--- config.mk ---
export PLATFORM = sky130hd
export DESIGN_NAME = s2dh_arith
export DESIGN_NICKNAME = d
export VERILOG_FILES = /design/src/s2dh_pkg.sv /design/src/s2dh_arith.sv
export SDC_FILE = /design/constraint.sdc
export NUM_CORES = 2
export LEC_CHECK = 0
export BUFFER_PORTS_ARGS = -buffer_cell sky130_fd_sc_hd__buf_2
export CAP_MARGIN = 5
export CORE_MARGIN = 2
export CORE_UTILIZATION = 40
export CTS_CLUSTER_DIAMETER = 200
export CTS_CLUSTER_SIZE = 40
export DETAILED_ROUTE_END_ITERATION = 12
export RECOVER_POWER = 100
export SYNTH_ARGS = -nofsm -noshare
export SYNTH_HDL_FRONTEND = slang
export SYNTH_SLANG_ARGS = --single-unit
export TNS_END_PERCENT = 1
--- constraint.sdc ---
create_clock -name clock -period 15.7 [get_ports clock]
set_input_delay 3.14 -clock clock [delete_from_list [all_inputs] [get_ports clock]]
set_output_delay 3.14 -clock clock [all_outputs]
set_load 0.03 [all_outputs]
--- src/s2dh_pkg.sv ---
`timescale 1ns / 1ps
// ----------------------------------------------------------------------------
// s2dh_pkg: shared types and constants of the sparse 2-D histogram table
// Table geometry, field widths, opcodes, status codes, state encodings and
// the saturating pack helper used by the arithmetic unit.
// ----------------------------------------------------------------------------
package s2dh_pkg;

   // table geometry
   localparam int BUCKET_COUNT   = 1024;
   localparam int ENTRY_CAPACITY = 4096;
   localparam int BKT_W = $clog2(BUCKET_COUNT);
   localparam int IDX_W = $clog2(ENTRY_CAPACITY);
   localparam int PTR_W = $clog2(ENTRY_CAPACITY + 1);   // index plus one, zero is null

   // field widths
   localparam int OP_W     = 3;
   localparam int KEY_W    = 32;
   localparam int WEIGHT_W = 48;
   localparam int STATUS_W = 2;
   localparam int MAG_W    = 80;   // widest magnitude handed to the pack step

   // hash
   localparam logic [KEY_W-1:0] HASH_MASK  = 32'h7fff_ffff;
   localparam int               HASH_SHIFT = 10;

   // saturation bounds, raw Q32.16
   localparam logic [WEIGHT_W-1:0] POS_MAX = 48'h7fff_ffff_ffff;
   localparam logic [WEIGHT_W-1:0] NEG_MAX = 48'h8000_0000_0000;

   typedef enum logic [OP_W-1:0] {
      OP_ADD = 3'd0,
      OP_SET = 3'd1,
      OP_MUL = 3'd2,
      OP_DIV = 3'd3,
      OP_GET = 3'd4
   } opcode_type;

   typedef enum logic [STATUS_W-1:0] {
      ST_OK   = 2'd0,
      ST_FULL = 2'd1,
      ST_DIV0 = 2'd2,
      ST_SAT  = 2'd3
   } status_type;

   // one pool entry as stored in the entry RAM
   typedef struct packed {
      logic [KEY_W-1:0]    key_x;
      logic [KEY_W-1:0]    key_y;
      logic [WEIGHT_W-1:0] weight;
      logic [PTR_W-1:0]    next;
   } entry_type;

   localparam int ENTRY_W = $bits(entry_type);

   typedef enum logic [3:0] {
      CS_CLEAR,
      CS_IDLE,
      CS_HEAD,
      CS_PTR,
      CS_ENT,
      CS_MISS,
      CS_EXEC,
      CS_WAIT,
      CS_WRITE
   } ctl_state_type;

   typedef enum logic [2:0] {
      AS_IDLE,
      AS_PREP,
      AS_MUL,
      AS_DIV,
      AS_PACK,
      AS_DONE
   } ar_state_type;

   // controller to arithmetic unit
   typedef struct packed {
      logic                start;
      logic [OP_W-1:0]     op;
      logic [WEIGHT_W-1:0] a;
      logic [WEIGHT_W-1:0] b;
   } ar_req_type;

   // arithmetic unit to controller
   typedef struct packed {
      logic                done;
      logic [WEIGHT_W-1:0] weight;
      status_type          status;
   } ar_rsp_type;

   // sign and magnitude to a 48-bit weight; msb of the result flags saturation
   function automatic logic [WEIGHT_W:0] pack_weight(input logic neg,
                                                     input logic [MAG_W-1:0] mag);
      logic                sat;
      logic [WEIGHT_W-1:0] w;
      if (!neg) begin
         sat = mag > MAG_W'(POS_MAX);
         w   = sat ? POS_MAX : mag[WEIGHT_W-1:0];
      end else begin
         sat = mag > MAG_W'(NEG_MAX);
         w   = sat ? NEG_MAX : (~mag[WEIGHT_W-1:0] + 1'b1);
      end
      return {sat, w};
   endfunction

endpackage

--- src/s2dh_arith.sv ---
`timescale 1ns / 1ps
// ----------------------------------------------------------------------------
// s2dh_arith: weight update unit
// Add/set in one pass, multiply as three 48x16 partial products, divide as a
// restoring divider retiring one quotient bit per cycle. Results saturate.
// ----------------------------------------------------------------------------
module s2dh_arith
   import s2dh_pkg::*;
(
   input  logic       clock,
   input  logic       reset,
   input  ar_req_type ar_req,
   output ar_rsp_type ar_rsp
);

   localparam int ACC_W = 2 * WEIGHT_W;
   localparam int DQ_W  = WEIGHT_W + 16;
   localparam int CNT_W = $clog2(DQ_W);
   localparam int CHUNK = 16;

   ar_state_type state_ff, state_in;

   logic [OP_W-1:0]     op_ff;
   logic [WEIGHT_W-1:0] a_ff, b_ff;
   logic [WEIGHT_W-1:0] ma_ff, mb_ff;
   logic                neg_ff;
   logic [ACC_W-1:0]    acc_ff;
   logic [DQ_W-1:0]     dq_ff;
   logic [WEIGHT_W-1:0] rem_ff;
   logic [CNT_W-1:0]    cnt_ff;
   logic [WEIGHT_W-1:0] res_w_ff;
   status_type          res_st_ff;

   // magnitudes of the latched operands
   logic [WEIGHT_W-1:0] ma, mb;
   assign ma = a_ff[WEIGHT_W-1] ? (~a_ff + 1'b1) : a_ff;
   assign mb = b_ff[WEIGHT_W-1] ? (~b_ff + 1'b1) : b_ff;

   // saturating add
   logic [WEIGHT_W:0]   sum;
   logic                add_sat;
   logic [WEIGHT_W-1:0] add_w;
   assign sum     = {a_ff[WEIGHT_W-1], a_ff} + {b_ff[WEIGHT_W-1], b_ff};
   assign add_sat = sum[WEIGHT_W] ^ sum[WEIGHT_W-1];
   assign add_w   = add_sat ? (sum[WEIGHT_W] ? NEG_MAX : POS_MAX) : sum[WEIGHT_W-1:0];

   // multiply step: top chunk of the remaining multiplier
   logic [WEIGHT_W+CHUNK-1:0] pp;
   assign pp = ma_ff * mb_ff[WEIGHT_W-1 -: CHUNK];

   // divide step
   logic [WEIGHT_W:0] shifted, diff;
   logic              ge;
   assign shifted = {rem_ff, dq_ff[DQ_W-1]};
   assign diff    = shifted - {1'b0, mb_ff};
   assign ge      = shifted >= {1'b0, mb_ff};

   // final pack
   logic [MAG_W-1:0]  mag;
   logic [WEIGHT_W:0] packed_w;
   assign mag      = (op_ff == OP_MUL) ? acc_ff[ACC_W-1:CHUNK] : MAG_W'(dq_ff);
   assign packed_w = pack_weight(neg_ff, mag);

   // next state
   always_comb begin
      state_in = state_ff;
      unique case (state_ff)
         AS_IDLE: if (ar_req.start) state_in = AS_PREP;
         AS_PREP: begin
            if (op_ff == OP_MUL) begin
               state_in = AS_MUL;
            end else if (op_ff == OP_DIV && b_ff != '0) begin
               state_in = AS_DIV;
            end else begin
               state_in = AS_DONE;
            end
         end
         AS_MUL:  if (cnt_ff == CNT_W'(WEIGHT_W / CHUNK - 1)) state_in = AS_PACK;
         AS_DIV:  if (cnt_ff == CNT_W'(DQ_W - 1)) state_in = AS_PACK;
         AS_PACK: state_in = AS_DONE;
         AS_DONE: state_in = AS_IDLE;
         default: state_in = AS_IDLE;
      endcase
   end

   // outputs
   always_comb begin
      ar_rsp.done   = (state_ff == AS_DONE);
      ar_rsp.weight = res_w_ff;
      ar_rsp.status = res_st_ff;
   end

   always_ff @(posedge clock) begin
      if (reset) begin
         state_ff <= AS_IDLE;
      end else begin
         state_ff <= state_in;
      end
   end

   // datapath
   always_ff @(posedge clock) begin
      unique case (state_ff)
         AS_IDLE: begin
            if (ar_req.start) begin
               op_ff <= ar_req.op;
               a_ff  <= ar_req.a;
               b_ff  <= ar_req.b;
            end
         end
         AS_PREP: begin
            ma_ff  <= ma;
            mb_ff  <= mb;
            neg_ff <= a_ff[WEIGHT_W-1] ^ b_ff[WEIGHT_W-1];
            acc_ff <= '0;
            dq_ff  <= {ma, CHUNK'(0)};
            rem_ff <= '0;
            cnt_ff <= '0;
            if (op_ff == OP_ADD) begin
               res_w_ff  <= add_w;
               res_st_ff <= add_sat ? ST_SAT : ST_OK;
            end else if (op_ff == OP_SET) begin
               res_w_ff  <= b_ff;
               res_st_ff <= ST_OK;
            end else begin
               // divide by zero keeps the weight
               res_w_ff  <= a_ff;
               res_st_ff <= ST_DIV0;
            end
         end
         AS_MUL: begin
            acc_ff <= (acc_ff << CHUNK) + ACC_W'(pp);
            mb_ff  <= mb_ff << CHUNK;
            cnt_ff <= cnt_ff + 1'b1;
         end
         AS_DIV: begin
            rem_ff <= ge ? diff[WEIGHT_W-1:0] : shifted[WEIGHT_W-1:0];
            dq_ff  <= {dq_ff[DQ_W-2:0], ge};
            cnt_ff <= cnt_ff + 1'b1;
         end
         AS_PACK: begin
            res_w_ff  <= packed_w[WEIGHT_W-1:0];
            res_st_ff <= packed_w[WEIGHT_W] ? ST_SAT : ST_OK;
         end
         AS_DONE: begin
         end
         default: begin
         end
      endcase
   end

endmodule

==> impl_metrics.ini <==
[yosys]
synth-edff-count = 460
ys.flop_type = edfxtp_1
ys_seq_elements = 463
synth_cells = 5982
yosysSeqAreaShare = 0.255
syn_area_mm2 = 0.0544
synth.yosys.warnings = 0
synth_top_area_share = 0.255
synthTopCellsByArea = fa_1, edfxtp_1, inv_1
yosys.area.top_type = fa_1
synthArstFlopShare = 0
yosysUniqueCellTypes = 83
syn_nets = 7029
syn_area_per_cell_um2 = 9.09

[placed_design]
hpwl_um = 145000
routabilityCongestion = 0.999
place_area_mm2 = 0.0569
dpl.cell_count = 7698
pre_cts_ws_ps = 6890
port_buffers = 152

[clock_network]
ctsHoldBuffers = 0
cts_sinks = 463
cts-resized-gates = 0
root_buffer = clkbuf_16
cts-htree-levels = 1
cts_buffer_depth = 3
cts_setup_buffers = 0
cts_tree = done
cts_buffers = 17
clk_latency_ps = 640
cts.reportedPaths.clkPinSlew_ps = 150

[route]
first_pass_iters = 6
routed_wl_um = 185000
drt_iter0_drc = 4215
drc_errors = 0
vias = 43285
wire_per_inst_um = 23.9
avgViaCountPerCell = 5.60
ant_nets = 0

[timing]
hold_viol = 0
setup_slack_ps = 4440
fin_crit_sh = 0.717
setup_tns_ps = 0
finClkSkew_ps = 39.7
max_freq_mhz = 88.8
drv_slew = 1010
min_period_ps = 11260
tightest_slew_ps = 4040
setup_viol = 0
relSlewSlack = -1.69
rsz0062_at_grt = no

[finish]
syn2layout_area_growth_pct = 5.24
final_cell_mix = inv_1, nand2_1, fa_1
drive_gt1_frac = 0.0338
final_common_cell = inv_1
fill_cells = 13426
nets = 6983
finalNonFillerCells = 7723
final_area_mm2 = 0.0572

[critical_path]
crit_fanout = 69
arrival_ps = 11430
start_kind = flip-flop
critPathRequiredTime_ps = 15870
r2r-start = state_ff[0]
endpoint_kind = flip-flop
regToRegEndpoint = mb_ff[4]
crit_type = reg -> reg
crit_start = state_ff[0]
rr_worst_depth = 6
reg2reg_slack_ps = 4440

[outcome]
violations = capacitance limit, slew limit
status = complete, but fails checks

[grt]
antenna_found_initial = 11
grt_start_max_net_pins = 93
grt_pass1_wl_um = 276000
grt_pass1_vias = 42710
grt-ovfl-total = 0
grt_usage = 0.262

[worst_hold_path]
min_to = dq_ff[63]
min_from = dq_ff[62]
whs_path_depth = 2
min_path_type = reg -> reg

[floorplan]
core_mm2 = 0.135
die_w_um = 373
io_pins = 153
fp.dieArea_mm2 = 0.139
start_util = 0.402
rows = 135
chipHeight_um = 373

[flow_run]
drv_cap = 20
state kept, by name (all words and copies together), names as in the netlist:
| name | flops |
|---|---|
| cnt_ff | 6 |
| dq_ff | 64 |
| ma_ff | 48 |
| res_st_ff | 2 |
| op_ff | 3 |
| neg_ff | 1 |
| res_w_ff | 48 |
| acc_ff | 96 |
| mb_ff | 48 |
| a_ff | 48 |
| state_ff | 3 |
| b_ff | 48 |
| rem_ff | 48 |
per-layer routing:
metal / global-route usage / share of wire / vias to the layer above
met1: 0.366 / 0.43 / 21958
met3: 0.0359 / 0.074 / 267
met5: 0 / 0.00023 / -
met2: 0.417 / 0.45 / 1710
li1: - / - / 19342
met4: 0.0900 / 0.040 / 8
Yosys cell counts (all sizes together) (46+ instances only):
library cell / count
nand4: 48
inv: 982
nand2: 770
clkbuf: 275
nor3: 73
ha: 253
a21oi: 298
xor2: 125
o31ai: 46
fa: 692
edfxtp: 460
nor2: 432
xnor2: 152
and2: 288
a21o: 112
o21ai: 251
and3: 47
mux2i: 83
nand3: 82
critical path: stages, from the launching register on:
cell and delay [ps]:
dfxtp_1 610, nor2b_1 200, clkbuf_1 2550, nand2b_1 530
nand2_1 1600, clkbuf_1 2700, clkbuf_1 2480
layout make-up:
type,instances,area (µm²),share of cell area
multi-input combinational,4245,35700,0.624
sequential,463,13900,0.242
inverter,982,3690,0.0644
tap,1781,2230,0.0389
timing repair buffer,227,1160,0.0202
clock buffer,17,425,0.00743
clock inverter,5,118,0.00206
antenna,3,7.51,0.000131
per-stage QoR:
stage                util  hold slack [ps]
floorplan               -              502
global placement    0.421              544
detailed placement  0.421              547
CTS                 0.425              574
global route        0.423              622
finish              0.423              578
worst max path at each step:
| stage | endpoint | slack, ps | cells after the start |
|---|---|---|---|
| floorplan | a_ff[0] | 1760 | 1 |
| global placement | acc_ff[95] | 6920 | 23 |
| detailed placement | acc_ff[95] | 6890 | 23 |
| CTS | acc_ff[95] | 6870 | 23 |
| global route | acc_ff[11] | 3540 | 6 |
| finish | mb_ff[4] | 4440 | 6 |
kinds of logic after synthesis:
kind of cell,count (synthesis),synth area share
simple gates,1974,0.172
buf+inv,1274,0.0881
compound gates,957,0.110
fa+ha+maj,945,0.313
flops,463,0.255
xor+xnor,277,0.0446
mux,92,0.0171
Power is left out: the tool's default activity adds up to more than one toggle a clock period on the data nets, which glitch-free logic cannot reach.
