File: config.mk
export PLATFORM = sky130hd
export DESIGN_NAME = s2dh_ram
export DESIGN_NICKNAME = d
export VERILOG_FILES = /design/src/s2dh_ram.sv
export SDC_FILE = /design/constraint.sdc
export NUM_CORES = 1
export LEC_CHECK = 0
export ABC_AREA = 0
export BUFFER_PORTS_ARGS = -buffer_cell sky130_fd_sc_hd__buf_2
export CAP_MARGIN = 0
export CORE_UTILIZATION = 65
export DETAILED_ROUTE_END_ITERATION = 8
export PLACE_DENSITY_LB_ADDON = 0.25
export SYNTH_ARGS = -nofsm -noshare
export SYNTH_HDL_FRONTEND = slang
export SYNTH_SLANG_ARGS = --single-unit
export TNS_END_PERCENT = 10
File: constraint.sdc
create_clock -name clock -period 3.1 [get_ports clock]
set_clock_uncertainty 0.15 [all_clocks]
set_input_delay 0.31 -clock clock [delete_from_list [all_inputs] [get_ports clock]]
set_output_delay 0.31 -clock clock [all_outputs]
set_load 0.005 [all_outputs]
File: src/s2dh_ram.sv
`timescale 1ns / 1ps
// ----------------------------------------------------------------------------
// s2dh_ram: generic simple dual-port RAM
// One write port, one read port, read data registered.
// ----------------------------------------------------------------------------
module s2dh_ram #(
   parameter int WIDTH = 8,
   parameter int DEPTH = 16
) (
   input  logic                     clock,
   input  logic                     wr_en,
   input  logic [$clog2(DEPTH)-1:0] wr_addr,
   input  logic [WIDTH-1:0]         wr_data,
   input  logic                     rd_en,
   input  logic [$clog2(DEPTH)-1:0] rd_addr,
   output logic [WIDTH-1:0]         rd_data
);

   logic [WIDTH-1:0] mem [DEPTH];
   logic [WIDTH-1:0] rd_data_ff;

   always_ff @(posedge clock) begin
      if (wr_en) begin
         mem[wr_addr] <= wr_data;
      end
      if (rd_en) begin
         rd_data_ff <= mem[rd_addr];
      end
   end

   assign rd_data = rd_data_ff;

endmodule

==> results of run 1 <==
[state kept, by name, indices dropped and copies added, names as in the netlist]
register	cells
mem	128
rd_data	8
[power by group through the flow]
stage	Sequential (W)	Clock, W	Combinational, W
after detailed placement	0.00212	0	0.000183
after CTS	0.00208	0.00207	0.000188
after floorplan	0.00212	0	0.000105
after global placement	0.00212	0	0.000177
after global routing	0.00209	0.00216	0.000199
final	0.00208	0.00206	0.000187
[cells in the mapped netlist]
| cell | count |
|---|---|
| a22oi_1 | 16 |
| and2_1 | 1 |
| and2b_1 | 1 |
| buf_2 | 3 |
| buf_4 | 1 |
| buf_6 | 3 |
| clkdlybuf4s25_2 | 3 |
| edfxtp_1 | 136 |
| mux4_1 | 14 |
| mux4_2 | 18 |
| nand2_1 | 9 |
| nand2b_1 | 2 |
| nand3_1 | 1 |
| nand3b_1 | 2 |
| nor2_1 | 13 |
| nor2b_1 | 1 |
| nor3_1 | 4 |
| or3b_2 | 1 |
[layout make-up]
type | count | area share [%]
flip-flops and latches | 136 | 67.1
multi-input cells | 83 | 17.4
clock buffers | 17 | 6.80
repair buffers | 34 | 3.37
clock inverters | 15 | 3.29
well taps | 102 | 2.10
[critical path, stage by stage]
cell	delay, ns
buf_2	0.32
buf_12	0.26
mux4_1	0.58
a22oi_1	0.31
nand2_1	0.09
[logic make-up (layout without fill, tap and decap cells)]
logic type,Yosys count,in the layout,synth area share [%]
AOI/OAI and AO/OA,16,16,2.30
muxes,32,32,14.8
DFF,136,136,78.1
and+or+nand+nor,35,35,3.14
buffers and inverters,10,66,1.65
[worst min path at each step]
stage | slack, ns | from | cells after the start | to
floorplan | 0.26 | wr_data[0] | 0 | mem[0][0]$_DFFE_PP_
global placement | 0.52 | rd_en | 1 | rd_data[0]$_DFFE_PP_
detailed placement | 0.53 | rd_en | 1 | rd_data[0]$_DFFE_PP_
CTS | 0.03 | wr_data[0] | 1 | mem[13][0]$_DFFE_PP_
global route | 0.03 | wr_data[3] | 1 | mem[14][3]$_DFFE_PP_
finish | 0.05 | wr_data[0] | 1 | mem[3][0]$_DFFE_PP_
[per-stage QoR]
stage / cell area [µm²] / power [W] / hold WS, ns / setup slack (ns)
final: 6090 / 0.00433 / 0.0476 / 1.31
after global routing: 6090 / 0.00444 / 0.0265 / 1.24
after CTS: 6090 / 0.00434 / 0.0329 / 1.27
after detailed placement: 5460 / 0.00230 / 0.526 / 0.807
after global placement: 5460 / 0.00230 / 0.523 / 0.799
after floorplan: 5230 / 0.00222 / 0.259 / 1.15
[repair_timing]
action                    CTS  global route
hold buffers                1             0
setup buffers               0             0
hold endpoints to repair    3             0
[routing by layer]
metal	part of all wire (%)	GRT usage (%)	vias up
met2	48	40.4	156
li1	-	-	1070
met1	40	38.2	1284
met5	0	0	-
met3	9.6	8.13	20
met4	2.3	11.5	0
==> results.cfg, run 1 <==
[pwr]
switching_share_pct = 20.2
switchingPower_w = 0.000874
leakagePower_nw = 2.04
seq_power_share_pct = 48.1
ir_drop_mv = 0.533
combPwrFrac_pct = 4.3
intPower_w = 0.00346
clkPwrFrac_pct = 47.6
p_per_area_nw_per_um2 = 711

[logic_synthesis]
yosys.area.top_type = edfxtp_1
synth_top_area_share_pct = 78.1
yosys_warnings = 0
syn_inst = 229
syn_avg_cell_area_um2 = 22.8
ys_ff_latch = 136
synthDistinctLibCells = 18
synth_area_leaders = edfxtp_1 (78%), mux4_2 (7.8%), mux4_1 (7.0%)
mappedNetlistNets = 248
syn_area_um2 = 5230
seq_area_frac_synth_pct = 78.1

[route]
remaining_drc_errors = 0
ant_nets = 0
drtIter0Drc = 219
wirelength_um = 10200
via_per_inst = 6.54
dr_total_vias = 2530
wl_per_cell_um = 26.4
dr.pass1.iters = 5

[sta]
finalSetupTns_ns = 0
finalCritPeriodShare_pct = 57.6
rsz0062_at_grt = no
worst_pin_slew_ns = 0.954
setup_viol = 0
max_slew_margin_pct = 36.1
hold_viol = 0
period_needed_ns = 1.79
fmax_mhz = 560
slew_violations = 0

[run_status]
outcome = completed

[floorplanning]
io-pin-count = 27
die_height_um = 91.7
core_um2 = 7770
start_util_pct = 67.3
die_w_um = 91.7
rows = 32
dieArea_um2 = 8410

[layout]
stdcell_count = 387
multi_input_area_um2 = 1060
post-route-util_pct = 78.4
syn_to_final_growth_pct = 16.5
insertedDiodeCount = 0
fillers = 383
seq_area_um2 = 4080
final_cell_mix = edfxtp_1 (136), buf_2 (26), mux4_2 (18)
layout-drive-gt1-share_pct = 29.5
mostFrequentLayoutCell = edfxtp_1
nets = 291

[setup_path]
ff2ff_path_depth = 3
cp_max_fo = 22
worstSetupEndpoint = rd_data[1]$_DFFE_PP_
worstReg2RegEnd = rd_data[0]$_DFFE_PP_
path_class = in -> reg
cp.required_ns = 3.21
setup.worst_path.start = rd_addr[0]
r2r_start = mem[5][0]$_DFFE_PP_
reg2reg_slack_ns = 1.38
worstSetupStartpointType = input pin
cp.arrival_ns = 1.89
crit_path_end_kind = flip-flop

[clock_network]
cts_tree = yes
insertion_delay_ns = 0.51
clkSlewWorstSetupHoldPaths_ns = 0.06
cts_buffers = 17
post_cts_resized = 0
clk_path_buf_depth = 2
cts-root-buf = clkbuf_8
htreeDepth = 4
cts_num_sinks = 136

[grt]
grt_pass1_wl_um = 15100
antenna_found_initial = 0
grt_max_degree = 23
grt_pass1_vias = 2496
grt-ovfl-total = 0
grt_usage_pct = 27.1

[placement]
io_buffer_count = 26
dp_hpwl_um = 6100
place_congestion = 0.751
placed_cells = 354

[run]
maxCapViolCount = 0

[min_path]
hp-class = in -> reg
(Power assumes the default switching activity.)
==> run 2, diff against run 1 <==
--- a/config.mk
+++ b/config.mk
@@ -8,7 +8,7 @@
 export ABC_AREA = 0
 export BUFFER_PORTS_ARGS = -buffer_cell sky130_fd_sc_hd__buf_2
 export CAP_MARGIN = 0
-export CORE_UTILIZATION = 65
+export CORE_UTILIZATION = 54
 export DETAILED_ROUTE_END_ITERATION = 8
 export PLACE_DENSITY_LB_ADDON = 0.25
 export SYNTH_ARGS = -nofsm -noshare
==> constraint.sdc (replaced) <==
create_clock -name clock -period 1.6 [get_ports clock]
set_clock_uncertainty 0.15 [all_clocks]
set_input_delay 0.16 -clock clock [delete_from_list [all_inputs] [get_ports clock]]
set_output_delay 0.16 -clock clock [all_outputs]
set_load 0.005 [all_outputs]
==> run 2 against run 1 <==
  * The flow now finishes with violations (negative setup slack)
  * Combinational power increased by 130%
  * Flip-flop and latch count unchanged
  * Worst hold slack improved by 0.018 ns
  * Power rose by 93%
  * Setup slack worse by 1.3 ns
  * Critical path depth down 2
  * Core utilization down 10 points
  * Die area rose by 20%
  * Register-to-register slack worse by 1.4 ns
  * Cell area rose by 4.8%
  * Non-clock buffer count increased by 30
==> results.cfg, run 2 (synthesized netlist as in run 1, its figures left out) <==
[floorplanning]
core_um2 = 9330
dieArea_um2 = 10100
rows = 35
start_util_pct = 56.0
io-pin-count = 27
die_w_um = 100
die_height_um = 100

[layout]
post-route-util_pct = 68.4
seq_area_um2 = 4080
nets = 321
layout-drive-gt1-share_pct = 38.4
fillers = 584
syn_to_final_growth_pct = 22.0
mostFrequentLayoutCell = edfxtp_1
multi_input_area_um2 = 1070
final_cell_mix = edfxtp_1 (136), buf_4 (27), mux4_2 (26), buf_2 (26), clkbuf_16 (16)
largest_register_ff_count = 128
largest_register = mem
final_area_um2 = 6380
insertedDiodeCount = 0

[placement]
placed_area_um2 = 5680
place_congestion = 0.775
io_buffer_count = 26
dp_hpwl_um = 6300
place_ws_ns = -0.311

[clock_network]
cts_tree = yes
clkSlewWorstSetupHoldPaths_ns = 0.06
clk_path_buf_depth = 2
cts_buffers = 17
cts-root-buf = clkbuf_8
htreeDepth = 4
insertion_delay_ns = 0.52
cts_num_sinks = 136

[pwr]
leakagePower_nw = 2.16
clkPwrFrac_pct = 46.7
p_per_area_nw_per_um2 = 1310
switchingPower_w = 0.00166
fin_total_pwr_w = 0.00837
combPwrFrac_pct = 5.0
seq_power_share_pct = 48.3
intPower_w = 0.00671
ir_drop_mv = 0.730
switching_share_pct = 19.8

[grt]
grt_max_degree = 17
grt_usage_pct = 23.7
grt_pass1_wl_um = 16100
grt_pass1_vias = 2648
antenna_found_initial = 0
grt-ovfl-total = 0

[setup_path]
ff2ff_path_depth = 3
path_class = reg -> reg
cp.required_ns = 1.72
cp_max_fo = 1
crit_chain = mux4_1 > a22oi_1 > nand2_1
crit_path_max_incr_delay_ns = 0.53
worstReg2RegEnd = rd_data[5]$_DFFE_PP_
slowest_stage = mux4_1
reg2reg_slack_ns = -0.01
crit_path_end_kind = flip-flop
worstSetupStartpointType = flip-flop
r2r_start = mem[8][5]$_DFFE_PP_
cp.arrival_ns = 1.73

[sta]
period_needed_ns = 1.61
fmax_mhz = 621
setup_viol = 1
max_slew_margin_pct = 41.0
slew_violations = 0
hold_viol = 0
fin_ws_ns = -0.0100
worst_pin_slew_ns = 0.881
rsz0062_at_grt = yes
finalCritPeriodShare_pct = 101
hold_ws_ns = 0.0653

[run_status]
outcome = finished with violations
failed_checks = negative setup slack

[route]
remaining_drc_errors = 0
dr_total_vias = 2569
dr.pass1.iters = 5
via_per_inst = 5.79
wl_per_cell_um = 24.0
ant_nets = 0
wirelength_um = 10700
drtIter0Drc = 170

[min_path]
hold_start = wr_addr[1]
hp-class = in -> reg
whs_path_depth = 3
holdPathEnd = mem[0][7]$_DFFE_PP_

[run]
maxCapViolCount = 0
## run 2: worst max-delay path, delay by kind of cell, from the launching register on
family,cells,cell delay [ns]
compound gates,1,0.20
simple gates,1,0.07
flops,1,0.40
mux,1,0.53
## run 2: through the flow
| step | std cells | TNS [ns] |
|---|---|---|
| CTS | 444 | -0.0132 |
| detailed placement | 403 | -1.91 |
| floorplan | 229 | 0 |
| global placement | 403 | -1.71 |
| global route | 444 | -0.0408 |
| finish | 444 | -0.0100 |
## run 2: layout make-up
cell class	instances	area share, %
clock inverter	15	2.86
timing repair buffer	64	7.26
tap	129	2.53
sequential	136	64.0
multi-input combinational	83	16.8
clock buffer	17	6.49
## run 2: how the worst max path moves through the flow
| stage | startpoint | endpoint | slack (ns) |
|---|---|---|---|
| final | mem[8][5]$_DFFE_PP_ | rd_data[5]$_DFFE_PP_ | -0.01 |
| after global routing | mem[3][5]$_DFFE_PP_ | rd_data[5]$_DFFE_PP_ | -0.03 |
| after CTS | mem[10][6]$_DFFE_PP_ | rd_data[6]$_DFFE_PP_ | -0.01 |
| after detailed placement | rd_addr[0] | rd_data[0]$_DFFE_PP_ | -0.31 |
| after global placement | rd_addr[0] | rd_data[0]$_DFFE_PP_ | -0.29 |
| after floorplan | rd_addr[0] | rd_data[1]$_DFFE_PP_ | 0.008 |
## run 2: timing repair
| action | in CTS | in global routing |
|---|---|---|
| buffers inserted | 0 | 0 |
| pin swaps | 3 | 6 |
| hold buffers | 9 | 0 |
| resized for setup | 9 | 8 |
| setup endpoints to repair | 8 | 7 |
| hold endpoints to repair | 136 | 0 |
## run 2: power groups by stage
stage | logic (W) | registers, W | clock network, W
after floorplan | 0.000203 | 0.00410 | 0
after global placement | 0.000372 | 0.00411 | 0
after detailed placement | 0.000383 | 0.00411 | 0
after CTS | 0.000420 | 0.00404 | 0.00394
after global routing | 0.000452 | 0.00405 | 0.00408
final | 0.000422 | 0.00404 | 0.00391
## run 2: metal layers
| layer | wire (µm) | global-route usage (%) | share of wire (%) |
|---|---|---|---|
| met4 | 240 | 11.5 | 2.3 |
| met1 | 4500 | 33.0 | 42 |
| met3 | 720 | 5.01 | 6.8 |
| met2 | 5200 | 36.4 | 49 |
| met5 | 0 | 0 | 0 |
==> run 3, diff against run 2 <==
--- a/config.mk
+++ b/config.mk
@@ -5,10 +5,10 @@
 export SDC_FILE = /design/constraint.sdc
 export NUM_CORES = 1
 export LEC_CHECK = 0
-export ABC_AREA = 0
+export ABC_AREA = 1
 export BUFFER_PORTS_ARGS = -buffer_cell sky130_fd_sc_hd__buf_2
 export CAP_MARGIN = 0
-export CORE_UTILIZATION = 54
+export CORE_UTILIZATION = 55
 export DETAILED_ROUTE_END_ITERATION = 8
 export PLACE_DENSITY_LB_ADDON = 0.25
 export SYNTH_ARGS = -nofsm -noshare
==> run 3 against run 2 <==
  * The run now ends clean
  * Synthesized cell count increased by 140%
  * Combinational power increased by 19%
  * Worst hold slack improved by 0.050 ns
  * Cell area increased by 8.6%
  * Core utilization decreased by 1.3 points
  * Sequential share of layout area decreased by 5.1 points
  * Flip-flop and latch count unchanged
  * Die area increased by 9.6%
  * Sequential power about the same
  * Register-to-register slack improved by 0.30 ns
  * Critical path type is now reg -> out
==> results.cfg, run 3 <==
[pwr]
ir_drop_mv = 0.715
p_per_area_nw_per_um2 = 1270
leakagePower_nw = 3.01
fin_total_pwr_w = 0.00878

[logic_synthesis]
synth_top_area_share_pct = 69.8
synth_area_leaders = edfxtp_1 (70%), nand2_1 (11%), nand3_1 (8.3%)
synthDistinctLibCells = 11
mappedNetlistNets = 570
seq_area_frac_synth_pct = 69.8
synth_edf_count = 136
ys_top_cells_by_count = nand2_1 (173), edfxtp_1 (136), inv_1 (100), nand3_1 (97), nor2_1 (17)
yosys_warnings = 0
syn_avg_cell_area_um2 = 10.6
synth_ff_type = edfxtp_1
yosysMostFrequentCell = nand2_1
ys_ff_latch = 136
syn_inst = 551
yosys.area.top_type = edfxtp_1
ys_async_sr_fraction_pct = 0
syn_area_um2 = 5850

[setup_path]
path_class = reg -> out
crit_chain = buf_2
cp.arrival_ns = 1.10
worstReg2RegEnd = rd_data[1]$_DFFE_PP_
r2r_start = mem[8][1]$_DFFE_PP_
cp_max_fo = 1
worstSetupStartpointType = flip-flop
crit_path_end_kind = output pin
reg2reg_slack_ns = 0.29
path_buf_inv = 1
slowest_stage = edfxtp_1
cp.required_ns = 1.29
crit_family = flip-flops
crit_path_max_incr_delay_ns = 0.42
ff2ff_path_depth = 6

[run_status]
outcome = completed

[route]
dr_total_vias = 3922
wl_per_cell_um = 17.3
wirelength_um = 13000
via_per_inst = 5.22
ant_nets = 0
remaining_drc_errors = 0
dr.pass1.iters = 5
drtIter0Drc = 377

[floorplanning]
core_um2 = 10300
dieArea_um2 = 11000
rows = 37
die_height_um = 105
die_w_um = 105
start_util_pct = 56.6
io-pin-count = 27

[layout]
largest_register = mem
largest_register_ff_count = 128
insertedDiodeCount = 0
stdcell_count = 752
mostFrequentLayoutCell = nand2_1
final_cell_mix = nand2_1 (173), edfxtp_1 (136), inv_1 (100)
syn_to_final_growth_pct = 18.5
layout-drive-gt1-share_pct = 13.0
fillers = 763
nets = 623

[clock_network]
postCtsSetupRepairBufs = 0
clkSlewWorstSetupHoldPaths_ns = 0.06
cts_num_sinks = 136
insertion_delay_ns = 0.53
htreeDepth = 4
clk_path_buf_depth = 2
cts_buffers = 17
cts_tree = yes
cts-root-buf = clkbuf_8

[sta]
slew_violations = 0
hold_viol = 0
setup_viol = 0
finalSetupTns_ns = 0
max_slew_margin_pct = 58.1
worst_pin_slew_ns = 0.627
finalCritPeriodShare_pct = 87.9
rsz0062_at_grt = no
period_needed_ns = 1.41
fmax_mhz = 711

[grt]
antenna_found_initial = 0
grt_usage_pct = 26.1
grt_max_degree = 65
grt-ovfl-total = 0
grt_pass1_vias = 3846
grt_pass1_wl_um = 20700

[min_path]
hold_start = wr_en
hp-class = in -> reg
whs_path_depth = 4
holdPathEnd = mem[2][2]$_DFFE_PP_

[placement]
dp_hpwl_um = 7850
io_buffer_count = 26
placed_cells = 711
place_congestion = 0.823

[run]
maxCapViolCount = 0
## run 3: cell count changes in the layout (fill, tap and decap cells not counted), moves of 6 or more
cell,previous run,this run
inv_1,0,100
buf_4,27,19
mux4_1,6,0
a22oi_2,8,0
mux4_2,26,0
a22oi_1,8,0
nand2_1,8,173
nand3_1,1,97
## run 3: cells by family after synthesis
family / Yosys count / synth area share, %
buffers and inverters: 126 / 9.39
AND/OR/NAND/NOR: 289 / 20.8
flip-flops: 136 / 69.8
## run 3: worst reg2reg max path, delay by kind of cell (launching register included)
| kind | cells | cell delay [ns] |
|---|---|---|
| flops | 1 | 0.37 |
| buf+inv | 1 | 0.07 |
| simple gates | 5 | 0.46 |
## run 3: area by class of cell
type / count / area [µm²] / share of cell area, %
Clock inverter: 13 / 228 / 3.29
Sequential cell: 136 / 4080 / 58.9
Multi-Input combinational cell: 289 / 1210 / 17.5
Timing Repair Buffer: 58 / 433 / 6.25
Tap cell: 136 / 170 / 2.46
Clock buffer: 18 / 418 / 6.03
Inverter: 102 / 383 / 5.53
## run 3: worst max-delay path by stage
stage / start / end / slack, ns / cells past startpoint
after CTS: rd_data[2]$_DFFE_PP_ / rd_data[2] / 0.18 / 1
after global routing: rd_data[0]$_DFFE_PP_ / rd_data[0] / 0.16 / 1
after floorplan: wr_addr[2] / mem[10][0]$_DFFE_PP_ / 0.34 / 2
after detailed placement: rd_addr[1] / rd_data[1]$_DFFE_PP_ / 0.01 / 6
final: rd_data[2]$_DFFE_PP_ / rd_data[2] / 0.19 / 1
after global placement: rd_addr[1] / rd_data[5]$_DFFE_PP_ / 0.03 / 6
## run 3: metrics by stage
step / hold slack [ns] / utilization (%) / cell area, µm² / setup slack (ns)
after floorplan: 0.109 / - / 5850 / 0.339
after global placement: 0.382 / 59.9 / 6180 / 0.0303
after detailed placement: 0.387 / 59.9 / 6180 / 0.0149
after CTS: 0.0920 / 67.1 / 6930 / 0.181
after global routing: 0.132 / 67.1 / 6930 / 0.159
final: 0.115 / 67.1 / 6930 / 0.194
## run 3: per-layer routing
metal | part of all wire [%] | vias up | GRT usage (%)
li1 | - | 1886 | -
met1 | 42 | 1851 | 35.8
met2 | 48 | 173 | 40.6
met3 | 8.7 | 12 | 7.61
met4 | 1.2 | 0 | 8.25
met5 | 0 | - | 0
## run 3: what timing repair did
item / CTS / global route
gates resized for setup: 0 / 0
endpoints found under the hold margin: 142 / 0
hold buffers: 10 / 0
## run 3: power by group
| part | internal (W) | switching, W |
|---|---|---|
| clock | 0.00283 | 0.00141 |
| combinational | 0.000162 | 0.000342 |
| sequential | 0.00402 | 0.0000237 |
| total | 0.00701 | 0.00177 |
